===== src/hw/rtl/lcf_pkg.sv =====
`timescale 1ns / 1ps
// ---------------------------------------------------------------------------
// lcf_pkg
// shared widths, action codes, control types for the fir cell chain
// ---------------------------------------------------------------------------
package lcf_pkg;

    localparam int S_W   = 16;  // sample and coefficient width
    localparam int P_W   = 32;  // product width
    localparam int Y_W   = 35;  // result width
    localparam int IDX_W = 3;   // coefficient index width
    localparam int TC_W  = 4;   // tap count register width

    localparam logic [TC_W-1:0] TC_RESET = 4'd8;

    localparam logic [1:0] ACT_LOAD   = 2'd0;
    localparam logic [1:0] ACT_SAMPLE = 2'd1;
    localparam logic [1:0] ACT_END    = 2'd2;

    typedef enum logic {
        S_IDLE,
        S_CALC
    } t_state;

    typedef struct packed {
        logic                    shift;
        logic                    clear;
        logic                    coef_we;
        logic [IDX_W-1:0]        coef_idx;
        logic signed [S_W-1:0]   coef_val;
    } t_cell_ctl;

endpackage


===== src/hw/rtl/lcf_cell.sv =====
`timescale 1ns / 1ps
// ---------------------------------------------------------------------------
// lcf_cell
// one tap: delay stage, coefficient, registered product, partial sum stage
// ---------------------------------------------------------------------------
module lcf_cell
    import lcf_pkg::*;
#(
    parameter int K = 0
) (
    input  logic                  i_clk,
    input  logic                  i_rst_n,
    input  t_cell_ctl             i_ctl,
    input  logic signed [S_W-1:0] i_sample,
    output logic signed [S_W-1:0] o_sample,
    input  logic                  i_tap_en,
    input  logic signed [Y_W-1:0] i_acc,
    output logic signed [Y_W-1:0] o_acc
);

    localparam bit HIT_OK = (K < (1 << IDX_W));

    logic signed [S_W-1:0] r_dly;
    logic signed [S_W-1:0] r_coef;
    logic signed [P_W-1:0] r_prod;
    logic signed [Y_W-1:0] r_acc;
    logic signed [P_W-1:0] n_prod;
    logic signed [Y_W-1:0] n_acc;
    logic                  w_hit;

    assign w_hit  = HIT_OK && (i_ctl.coef_idx == IDX_W'(K));
    assign n_prod = r_dly * r_coef;
    assign n_acc  = i_acc + {{(Y_W-P_W){r_prod[P_W-1]}}, r_prod};

    always_ff @(posedge i_clk) begin
        if (!i_rst_n) begin
            r_dly  <= '0;
            r_coef <= '0;
        end else begin
            if (i_ctl.clear) begin
                r_dly <= '0;
            end else if (i_ctl.shift) begin
                r_dly <= i_sample;
            end
            if (i_ctl.coef_we && w_hit) begin
                r_coef <= i_ctl.coef_val;
            end
        end
    end

    // unused taps add nothing
    always_ff @(posedge i_clk) begin
        r_prod <= i_tap_en ? n_prod : '0;
        r_acc  <= n_acc;
    end

    assign o_sample = r_dly;
    assign o_acc    = r_acc;

endmodule


===== config.mk =====
export PLATFORM = sky130hd
export DESIGN_NAME = lcf_cell
export DESIGN_NICKNAME = d
export VERILOG_FILES = /design/src/hw/rtl/lcf_pkg.sv /design/src/hw/rtl/lcf_cell.sv
export SDC_FILE = /design/constraint.sdc
export NUM_CORES = 1
export LEC_CHECK = 0
export BUFFER_PORTS_ARGS = -buffer_cell sky130_fd_sc_hd__buf_2
export CORE_AREA = 2 2 184 186
export CTS_CLUSTER_DIAMETER = 100
export DETAILED_ROUTE_END_ITERATION = 8
export DIE_AREA = 0 0 186 188
export GPL_ROUTABILITY_DRIVEN = 0
export PLACE_DENSITY_LB_ADDON = 0.25
export SYNTH_ARGS = -nofsm -noshare
export SYNTH_HDL_FRONTEND = slang
export SYNTH_SLANG_ARGS = --single-unit

===== constraint.sdc =====
create_clock -name i_clk -period 8.3 [get_ports i_clk]
set_input_delay 1.245 -clock i_clk [delete_from_list [all_inputs] [get_ports i_clk]]
set_output_delay 1.245 -clock i_clk [all_outputs]
set_load 0.01 [all_outputs]

==> qor.yml, run 1 <==
synthesis:
  synthSimpleGateAreaFrac: 0.161
  ys_ff_latch: 99
  yosys.area.top_type: "fa_1"
  synthAdderAreaFrac: 0.469
  yosysWarnings: 0
  synth_top_family_by_area: "adder cells"
  netlist_top_cells_area: "fa_1 37%, dfxtp_1 14%, ha_1 10%"
  netlist_instances: 1577
  synth_top_area_frac: 0.368
  yosys.cell_types.count: 64
  syn_nets: 2032
  syn-cell-area_mm2: 0.0143
  synth-xor-area-share: 0.0343
  synth_edf_count: 0
  avgSynthCellArea_um2: 9.08
  muxShareOfSynthArea: 0.0119
  synth_compound_area_frac: 0.0861
  async_reset_ff_frac: 0
  yosysSeqAreaShare: 0.138
  ys.flop_type: "dfxtp_1"
final_layout:
  fin_util: 0.472
  antenna_cells: 0
  final_design_area_no_fill_mm2: 0.0156
  areaGrowthSynthToFinish_pct: 9.27
  fill_cells: 3220
  drive_gt1_frac: 0.0976
  nets: 2121
  fin_cells: 2118
floorplan:
  core_area_mm2: 0.0331
  num_io_pins: 127
  die_w_um: 186
  dieArea_mm2: 0.0350
  fp.dieH_um: 188
  num_rows: 67
  start_util: 0.432
worst_setup_path:
  endpoint: "r_prod[29]"
  cp_cell_sequence: "nand2_1 -> fa_1 -> inv_1 -> fa_1 -> fa_1 -> fa_1 -> fa_1 -> fa_1 -> ha_1 -> a21o_1 -> a21o_1 -> a21o_1 -> o41ai_1 -> o311a_1 -> nand4b_1 -> nand4_1"
  crit_path_max_fanout: 17
  startpoint: "r_coef[2]"
  worstReg2RegEnd: "r_prod[29]"
  cpMaxStageDelayCell: "fa_1"
  cpMostUsedCell: "fa_1"
  r2r_cells: 16
  crit_required_ns: 8.55
  max_stage_delay_ns: 0.81
  worst-r2r-setup-slack_ns: 1.63
  reg2reg_from: "r_coef[2]"
  arrival_ns: 6.92
  critPathKind: "register to register"
  critPathLaunchType: "register"
  crit_path_end_kind: "register"
power:
  cellPowerDensity_mw_per_mm2: 74.2
  peakVddDrop_mv: 0.103
  p_seq_frac: 0.456
  switchingPower_mw: 0.326
  swShare: 0.281
  clockPowerShare: 0.371
  p_int_mw: 0.834
  p_leak_nw: 7.87
  total_power_mw: 1.16
  p_comb_frac: 0.173
clock_network:
  numCtsBuffers: 9
  cts_sinks: 99
  cts_resized: 0
  cts_max_path_buffers: 2
  ctsHoldBuffers: 0
  tritoncts: "built"
  post_cts_buffers: 0
  clkTransAtPathRegs_ns: 0.07
  clock_latency_ns: 0.37
  cts.htree.levels: 3
  cts-root-buf: "clkbuf_16"
route:
  drc: 0
  ant_nets: 0
  num_vias: 10400
  wl_per_cell_um: 15.2
  first_pass_iters: 5
  drt_iter0_drc: 509
  finalWirelength_um: 32200
  avgViaCountPerCell: 4.91
global_route:
  grt.overflow.total: 0
  grt_max_degree: 27
  grt_antenna_before_repair: 0
  grt_pass1_wl_um: 54900
  grt_pass1_vias: 11000
  track_usage: 0.198
sta:
  grt_setup_unrepaired: "no"
  finalMaxSlewViolations: 0
  setup_tns_ns: 0
  period_share: 0.804
  tightest_slew_ns: 0.872
  fmax_ghz: 0.150
  hold_violations: 0
  period_needed_ns: 6.67
  finClkSkew_ns: 0.00609
  slew_headroom: 0.418
  setup_viol: 0
place:
  placed_cell_area_mm2: 0.0153
  dp_cells: 2102
  numPortBuffers: 126
  detailed_place_hpwl_um: 26800
run_status:
  status: "completed"
job:
  cap_violations: 0
min_path:
  hold_path_class: "register to register"
-- kinds of logic (layout without fill, tap and decap cells) --
family / count (synthesis) / count (layout)
flip-flops: 99 / 99
adder cells (fa/ha/maj): 379 / 379
multiplexers: 17 / 17
AO/OA/AOI/OAI: 185 / 185
buffers and inverters: 377 / 470
AND/OR/NAND/NOR: 464 / 464
XOR/XNOR: 56 / 56
-- critical path, delay by kind of cell, from the launching register on --
family | cells | cell delay, ns
adders and majority gates | 7 | 3.81
buffers and inverters | 1 | 0.13
and+or+nand+nor | 3 | 0.46
DFF | 1 | 0.72
AOI/OAI and AO/OA | 5 | 1.42
-- cell usage after synthesis (all sizes together), types with 20 or more instances --
cell,instances
a21o,20
a21oi,49
and2,126
clkbuf,49
dfxtp,99
fa,263
ha,116
inv,325
nand2,181
nor2,70
o21ai,37
xnor2,41
-- layer usage --
layer,GRT usage,share of wire,routed length [um],vias to the layer above
met5,0,0,0,-
met4,0.0612,0.024,786,0
met3,0.0371,0.060,1920,45
met2,0.298,0.42,13400,246
met1,0.288,0.50,16100,5063
li1,-,-,-,5055
-- placed cells by master (no fill, tap or decap), types with 11 or more instances in the layout --
cell type,synthesis,layout
nor2_1,70,70
a21oi_1,48,48
ha_1,116,116
buf_2,2,126
nand2_1,181,181
nand3_1,12,12
o21ai_0,37,37
nand4_1,11,11
xor2_1,15,15
nand2b_1,11,11
and2_1,126,126
a21boi_0,17,17
dfxtp_1,99,99
a21o_1,20,20
xnor2_1,41,41
inv_1,325,325
mux2i_1,17,17
fa_1,263,263
-- registers in the layout (all words and copies together), names as in the netlist --
| name | flops |
|---|---|
| r_prod | 32 |
| o_sample | 16 |
| r_coef | 16 |
| o_acc | 35 |
-- how the worst min path moves through the flow --
stage	end	cells past startpoint	startpoint
6_report	o_acc[0]	1	r_prod[0]
5_1_grt	o_acc[0]	1	r_prod[0]
4_1_cts	o_acc[0]	1	r_prod[0]
3_5_place_dp	o_acc[0]	1	r_prod[0]
3_3_place_gp	o_acc[0]	1	r_prod[0]
2_1_floorplan	o_acc[0]	1	r_prod[0]
-- power groups by stage --
stage,sequential [mW],clock (mW),combinational [mW]
final,0.530,0.430,0.201
after global routing,0.533,0.465,0.227
after CTS,0.529,0.448,0.202
after detailed placement,0.540,0,0.202
after global placement,0.540,0,0.198
after floorplan,0.534,0,0.130
-- through the flow --
| step | hold WS (ns) | worst slack, ns |
|---|---|---|
| finish | 0.454 | 1.63 |
| global route | 0.469 | 1.27 |
| CTS | 0.461 | 1.64 |
| detailed placement | 0.444 | 1.66 |
| global placement | 0.427 | 1.85 |
| floorplan | 0.420 | 2.20 |
-- layout make-up --
cell class / count / area, um2 / area share
multi-input cells: 1101 / 10900 / 0.698
flip-flops and latches: 99 / 1980 / 0.127
inverters: 326 / 1220 / 0.0782
repair buffers: 129 / 653 / 0.0417
well taps: 448 / 561 / 0.0358
clock buffers: 10 / 239 / 0.0153
clock inverters: 5 / 62.6 / 0.00400
No activity file was read; power rests on OpenSTA's default activity.
==> run 2: changes to the inputs <==
==> constraint.sdc (replaced) <==
create_clock -name i_clk -period 5.41 [get_ports i_clk]
set_input_delay 0.8115 -clock i_clk [delete_from_list [all_inputs] [get_ports i_clk]]
set_output_delay 0.8115 -clock i_clk [all_outputs]
set_load 0.01 [all_outputs]
==> qor.yml, run 2 (synthesis results as in run 1) <==
run_status:
  status: "finished, violations left"
  violations: "setup timing"
floorplan:
  num_rows: 67  # unchanged
  start_util: 0.432  # unchanged
  fp.dieH_um: 188  # unchanged
  core_area_mm2: 0.0331  # unchanged
  dieArea_mm2: 0.0350  # unchanged
  num_io_pins: 127  # unchanged
  die_w_um: 186  # unchanged
global_route:
  track_usage: 0.206  # +0.00779
  grt_max_degree: 26  # -3.7%
  grt_pass1_vias: 11500  # +5.0%
  grt.overflow.total: 0  # unchanged
  grt_antenna_before_repair: 1  # +1
  grt_pass1_wl_um: 57100  # +4.1%
route:
  ant_nets: 0  # unchanged
  finalWirelength_um: 34500  # +7.1%
  num_vias: 11000  # +6.1%
  avgViaCountPerCell: 4.82  # -2.0%
  drt_iter0_drc: 494  # -2.9%
  drc: 0  # unchanged
  first_pass_iters: 5  # unchanged
  wl_per_cell_um: 15.0  # -1.2%
final_layout:
  drive_gt1_frac: 0.246  # +0.148
  fin_cells: 2294  # +8.3%
  fill_cells: 3028  # -6.0%
  nets: 2296  # +8.3%
  areaGrowthSynthToFinish_pct: 23.7
  mostFrequentLayoutCell: "inv_1"
  final_cell_mix: "309 x inv_1, 253 x fa_1, 171 x nand2_1, 157 x buf_4, 126 x buf_2"
  largest_reg_flops: 35  # unchanged
  antenna_cells: 0  # unchanged
clock_network:
  clock_latency_ns: 0.39  # +0.02 ns
  cts-root-buf: "clkbuf_16"
  numCtsBuffers: 9  # unchanged
  tritoncts: "built"
  cts_sinks: 99  # unchanged
  clkTransAtPathRegs_ns: 0.08  # about the same
  ctsHoldBuffers: 0  # unchanged
  cts.htree.levels: 3  # unchanged
  cts_max_path_buffers: 2  # unchanged
place:
  detailed_place_hpwl_um: 28800  # +7.2%
  numPortBuffers: 126  # unchanged
  dp_cells: 2248  # +6.9%
  dp_slack_ns: -0.522  # -2.18 ns
sta:
  grt_setup_unrepaired: "yes"
  slew_headroom: 0.513  # +0.0953
  finalMaxSlewViolations: 0  # unchanged
  setup_tns_ns: -2.38  # -2.38 ns
  holdWs_ns: 0.473  # +0.0185 ns
  setup_viol: 13  # +13
  finClkSkew_ns: 0.0174  # +0.0113 ns
  hold_violations: 0  # unchanged
  layout_setup_ws_ns: -0.326  # -1.95 ns
  period_needed_ns: 5.74  # -0.935 ns
  fmax_ghz: 0.174  # +16%
  tightest_slew_ns: 0.728  # -0.145 ns
  period_share: 1.06  # +0.256
min_path:
  hold_start: "r_prod[0]"
  hold_path_class: "register to register"
worst_setup_path:
  crit_required_ns: 5.67  # -2.88 ns
  worst-r2r-setup-slack_ns: -0.33  # -1.95 ns
  reg2reg_from: "r_coef[4]"
  critPathKind: "register to register"
  crit_path_max_fanout: 6  # -11
  crit_path_end_kind: "register"
  arrival_ns: 6.00  # -0.92 ns
  startpoint: "r_coef[4]"
  critPathLaunchType: "register"
power:
  peakVddDrop_mv: 0.157  # +52%
  p_leak_nw: 8.91  # +13%
  cellPowerDensity_mw_per_mm2: 105  # +42%
job:
  cap_violations: 0  # unchanged
[run 2: what timing repair did]
action                                  4_1_cts  5_1_grt
resized for setup                            60       59
setup buffers                                21       12
endpoints found under the setup margin       17       18
pin swaps                                    40       65
[run 2: final timing paths]
kind	endpoint	depth (start not counted)
max	r_prod[29]	18
max reg2reg	r_prod[29]	18
min	o_acc[0]	1
min reg2reg	o_acc[0]	1
[run 2: area by class of cell]
type	count	area (um2)	area share
tap	448	561	0.0317
multi-input combinational	1101	11400	0.645
timing repair buffer	304	2130	0.120
clock buffer	10	239	0.0135
inverter	326	1220	0.0691
sequential	99	2070	0.117
clock inverter	6	65.1	0.00367
[run 2: routing by layer]
layer | up-vias | GRT usage | share of wire
li1 | 5408 | - | -
met1 | 5360 | 0.291 | 0.48
met2 | 243 | 0.334 | 0.46
met3 | 33 | 0.0285 | 0.045
met4 | 2 | 0.0485 | 0.018
met5 | - | 0 | 0.00038
[run 2: power by group]
group	leakage (nW)	switching [mW]	internal [mW]	total, mW
sequential	0.833	0.0254	0.762	0.787
clock	0.152	0.351	0.340	0.691
combinational	7.92	0.204	0.186	0.390
[run 2: through the flow]
step	util	power (mW)	area, um2
2_1_floorplan	-	1.03	14700
3_3_place_gp	0.504	1.17	16700
3_5_place_dp	0.504	1.18	16700
4_1_cts	0.526	1.88	17400
5_1_grt	0.535	1.96	17700
6_report	0.535	1.87	17700
[run 2: critical path, cell delays in order, from the launching register on]
cell,delay [ns]
dfxtp_4,0.36
buf_6,0.13
and2_4,0.15
fa_1,0.52
inv_1,0.05
fa_1,0.59
fa_1,0.45
fa_1,0.49
inv_1,0.05
fa_1,0.55
fa_1,0.45
ha_4,0.25
buf_4,0.15
and3_1,0.16
a31o_2,0.28
nor4_2,0.40
o311a_1,0.34
nand4b_1,0.15
nand4_1,0.09
==> run 3: changes to the inputs <==
--- a/config.mk
+++ b/config.mk
@@ -8,6 +8,7 @@
 export BUFFER_PORTS_ARGS = -buffer_cell sky130_fd_sc_hd__buf_2
 export CORE_AREA = 2 2 184 186
 export CTS_CLUSTER_DIAMETER = 100
+export CTS_CLUSTER_SIZE = 40
 export DETAILED_ROUTE_END_ITERATION = 8
 export DIE_AREA = 0 0 186 188
 export GPL_ROUTABILITY_DRIVEN = 0
==> constraint.sdc (replaced) <==
create_clock -name i_clk -period 5.9 [get_ports i_clk]
set_input_delay 0.885 -clock i_clk [delete_from_list [all_inputs] [get_ports i_clk]]
set_output_delay 0.885 -clock i_clk [all_outputs]
set_load 0.01 [all_outputs]
==> qor.yml, run 3 (synthesis results as in run 1) <==
sta:
  holdWs_ns: 0.490  # +0.0176 ns
  fmax_ghz: 0.174  # about the same
  hold_violations: 0  # unchanged
  period_needed_ns: 5.74  # +0.00351 ns
  period_share: 0.973  # -0.0875
  layout_setup_ws_ns: 0.161  # +0.486 ns
  grt_setup_unrepaired: "yes"
  setup_tns_ns: 0  # +2.38 ns
  setup_viol: 0  # -13
  slew_headroom: 0.217  # -0.296
  tightest_slew_ns: 1.17  # +0.445 ns
  finalMaxSlewViolations: 0  # unchanged
  finClkSkew_ns: 0.0254  # +0.00805 ns
floorplan:
  num_rows: 67  # unchanged
  die_w_um: 186  # unchanged
  fp.dieH_um: 188  # unchanged
  dieArea_mm2: 0.0350  # unchanged
  core_area_mm2: 0.0331  # unchanged
  start_util: 0.432  # unchanged
  num_io_pins: 127  # unchanged
route:
  avgViaCountPerCell: 4.87  # +1.2%
  first_pass_iters: 5  # unchanged
  wl_per_cell_um: 15.4  # +2.3%
  finalWirelength_um: 33900  # -1.6%
  drt_iter0_drc: 496  # +0.40%
  drc: 0  # unchanged
  ant_nets: 0  # unchanged
  num_vias: 10800  # -2.7%
final_layout:
  antenna_cells: 0  # unchanged
  fill_cells: 3136  # +3.6%
  mostFrequentLayoutCell: "inv_1"
  nets: 2208  # -3.8%
  areaGrowthSynthToFinish_pct: 15.2
  fin_util: 0.498  # -0.0365
  final_design_area_no_fill_mm2: 0.0165  # -6.8%
  drive_gt1_frac: 0.166  # -0.0798
  largest_reg_flops: 35  # unchanged
  fin_cells: 2206  # -3.8%
  final_cell_mix: "325 x inv_1, 261 x fa_1, 180 x nand2_1, 126 x and2_1, 126 x buf_2"
power:
  total_power_mw: 1.63  # -13%
  p_comb_frac: 0.198  # -0.011
  p_int_mw: 1.15  # -11%
  p_seq_frac: 0.446  # +0.025
  cellPowerDensity_mw_per_mm2: 98.8  # -6.4%
  switchingPower_mw: 0.479  # -17%
  clockPowerShare: 0.355  # -0.015
  p_leak_nw: 8.36  # -6.1%
  swShare: 0.294  # -0.0164
  peakVddDrop_mv: 0.140  # -11%
clock_network:
  numCtsBuffers: 9  # unchanged
  cts_max_path_buffers: 2  # unchanged
  cts-root-buf: "clkbuf_16"
  cts_sinks: 99  # unchanged
  tritoncts: "built"
  cts.htree.levels: 3  # unchanged
  clkTransAtPathRegs_ns: 0.07  # about the same
  ctsHoldBuffers: 0  # unchanged
  clock_latency_ns: 0.39  # about the same
job:
  cap_violations: 0  # unchanged
global_route:
  grt_antenna_before_repair: 0  # -1
  track_usage: 0.205  # -0.00112
  grt_max_degree: 27  # +3.8%
  grt_pass1_vias: 11300  # -2.3%
  grt.overflow.total: 0  # unchanged
  grt_pass1_wl_um: 56900  # -0.49%
worst_setup_path:
  arrival_ns: 5.99  # about the same
  critPathLaunchType: "register"
  crit_required_ns: 6.15  # +0.48 ns
  crit_path_end_kind: "register"
  crit_path_max_fanout: 8  # +2
  critPathKind: "register to register"
place:
  placed_cell_area_mm2: 0.0160  # -4.0%
  dp_slack_ns: -0.105  # +0.418 ns
  numPortBuffers: 126  # unchanged
  detailed_place_hpwl_um: 28900  # +0.33%
  dp_cells: 2186  # -2.8%
min_path:
  hold_path_class: "register to register"
run_status:
  status: "completed"
-- run 3: cell types whose count changed in the layout (fill, tap and decap cells not counted), sizes merged --
cell,previous run,this run
clkbuf,10,11
clkinv,3,4
buf,304,216
inv,329,327
-- run 3: final cells by class --
class | instances | area, um2 | share of cell area
Sequential cell | 99 | 2030 | 0.123
Clock buffer | 11 | 243 | 0.0147
Timing Repair Buffer | 216 | 1360 | 0.0824
Clock inverter | 5 | 36.3 | 0.00220
Inverter | 326 | 1220 | 0.0742
Multi-Input combinational cell | 1101 | 11000 | 0.669
Tap cell | 448 | 561 | 0.0340
-- run 3: routing by layer --
| layer | up-vias | part of all wire | global-route usage |
|---|---|---|---|
| met1 | 5206 | 0.49 | 0.296 |
| li1 | 5243 | - | - |
| met3 | 24 | 0.049 | 0.0334 |
| met5 | - | 0 | 0 |
| met4 | 0 | 0.011 | 0.0448 |
| met2 | 279 | 0.45 | 0.323 |
-- run 3: path summary, 6_finish.rpt --
path / start / to / slack, ns / depth (start not counted)
worst max-delay path: o_sample[11] / r_prod[29] / 0.16 / 21
worst min-delay path: r_prod[0] / o_acc[0] / 0.49 / 1
worst max register to register: o_sample[11] / r_prod[29] / 0.16 / 21
worst min register to register: r_prod[0] / o_acc[0] / 0.49 / 1
-- run 3: power by group through the flow --
stage / combinational [mW] / clock, mW / sequential (mW)
detailed placement: 0.321 / 0 / 0.746
finish: 0.323 / 0.579 / 0.727
floorplan: 0.184 / 0 / 0.752
CTS: 0.322 / 0.605 / 0.731
global placement: 0.316 / 0 / 0.746
global route: 0.364 / 0.632 / 0.732
-- run 3: what timing repair did --
action / 4_1_cts / 5_1_grt
setup buffers: 0 / 4
endpoints found under the hold margin: 0 / 0
gates resized for setup: 12 / 45
pin swaps: 0 / 9
endpoints found under the setup margin: 7 / 17
-- run 3: critical path, cell delays in order, from the launching register on --
cell	delay, ns
dfxtp_4	0.37
buf_4	0.14
buf_4	0.16
and2_1	0.15
fa_1	0.48
inv_1	0.05
fa_1	0.46
fa_1	0.54
inv_1	0.07
fa_1	0.46
fa_1	0.52
inv_1	0.05
fa_1	0.47
inv_1	0.04
ha_1	0.25
nor4_1	0.35
a211oi_2	0.13
buf_4	0.16
o41ai_2	0.31
o311a_4	0.25
nand4b_1	0.12
nand4_1	0.09
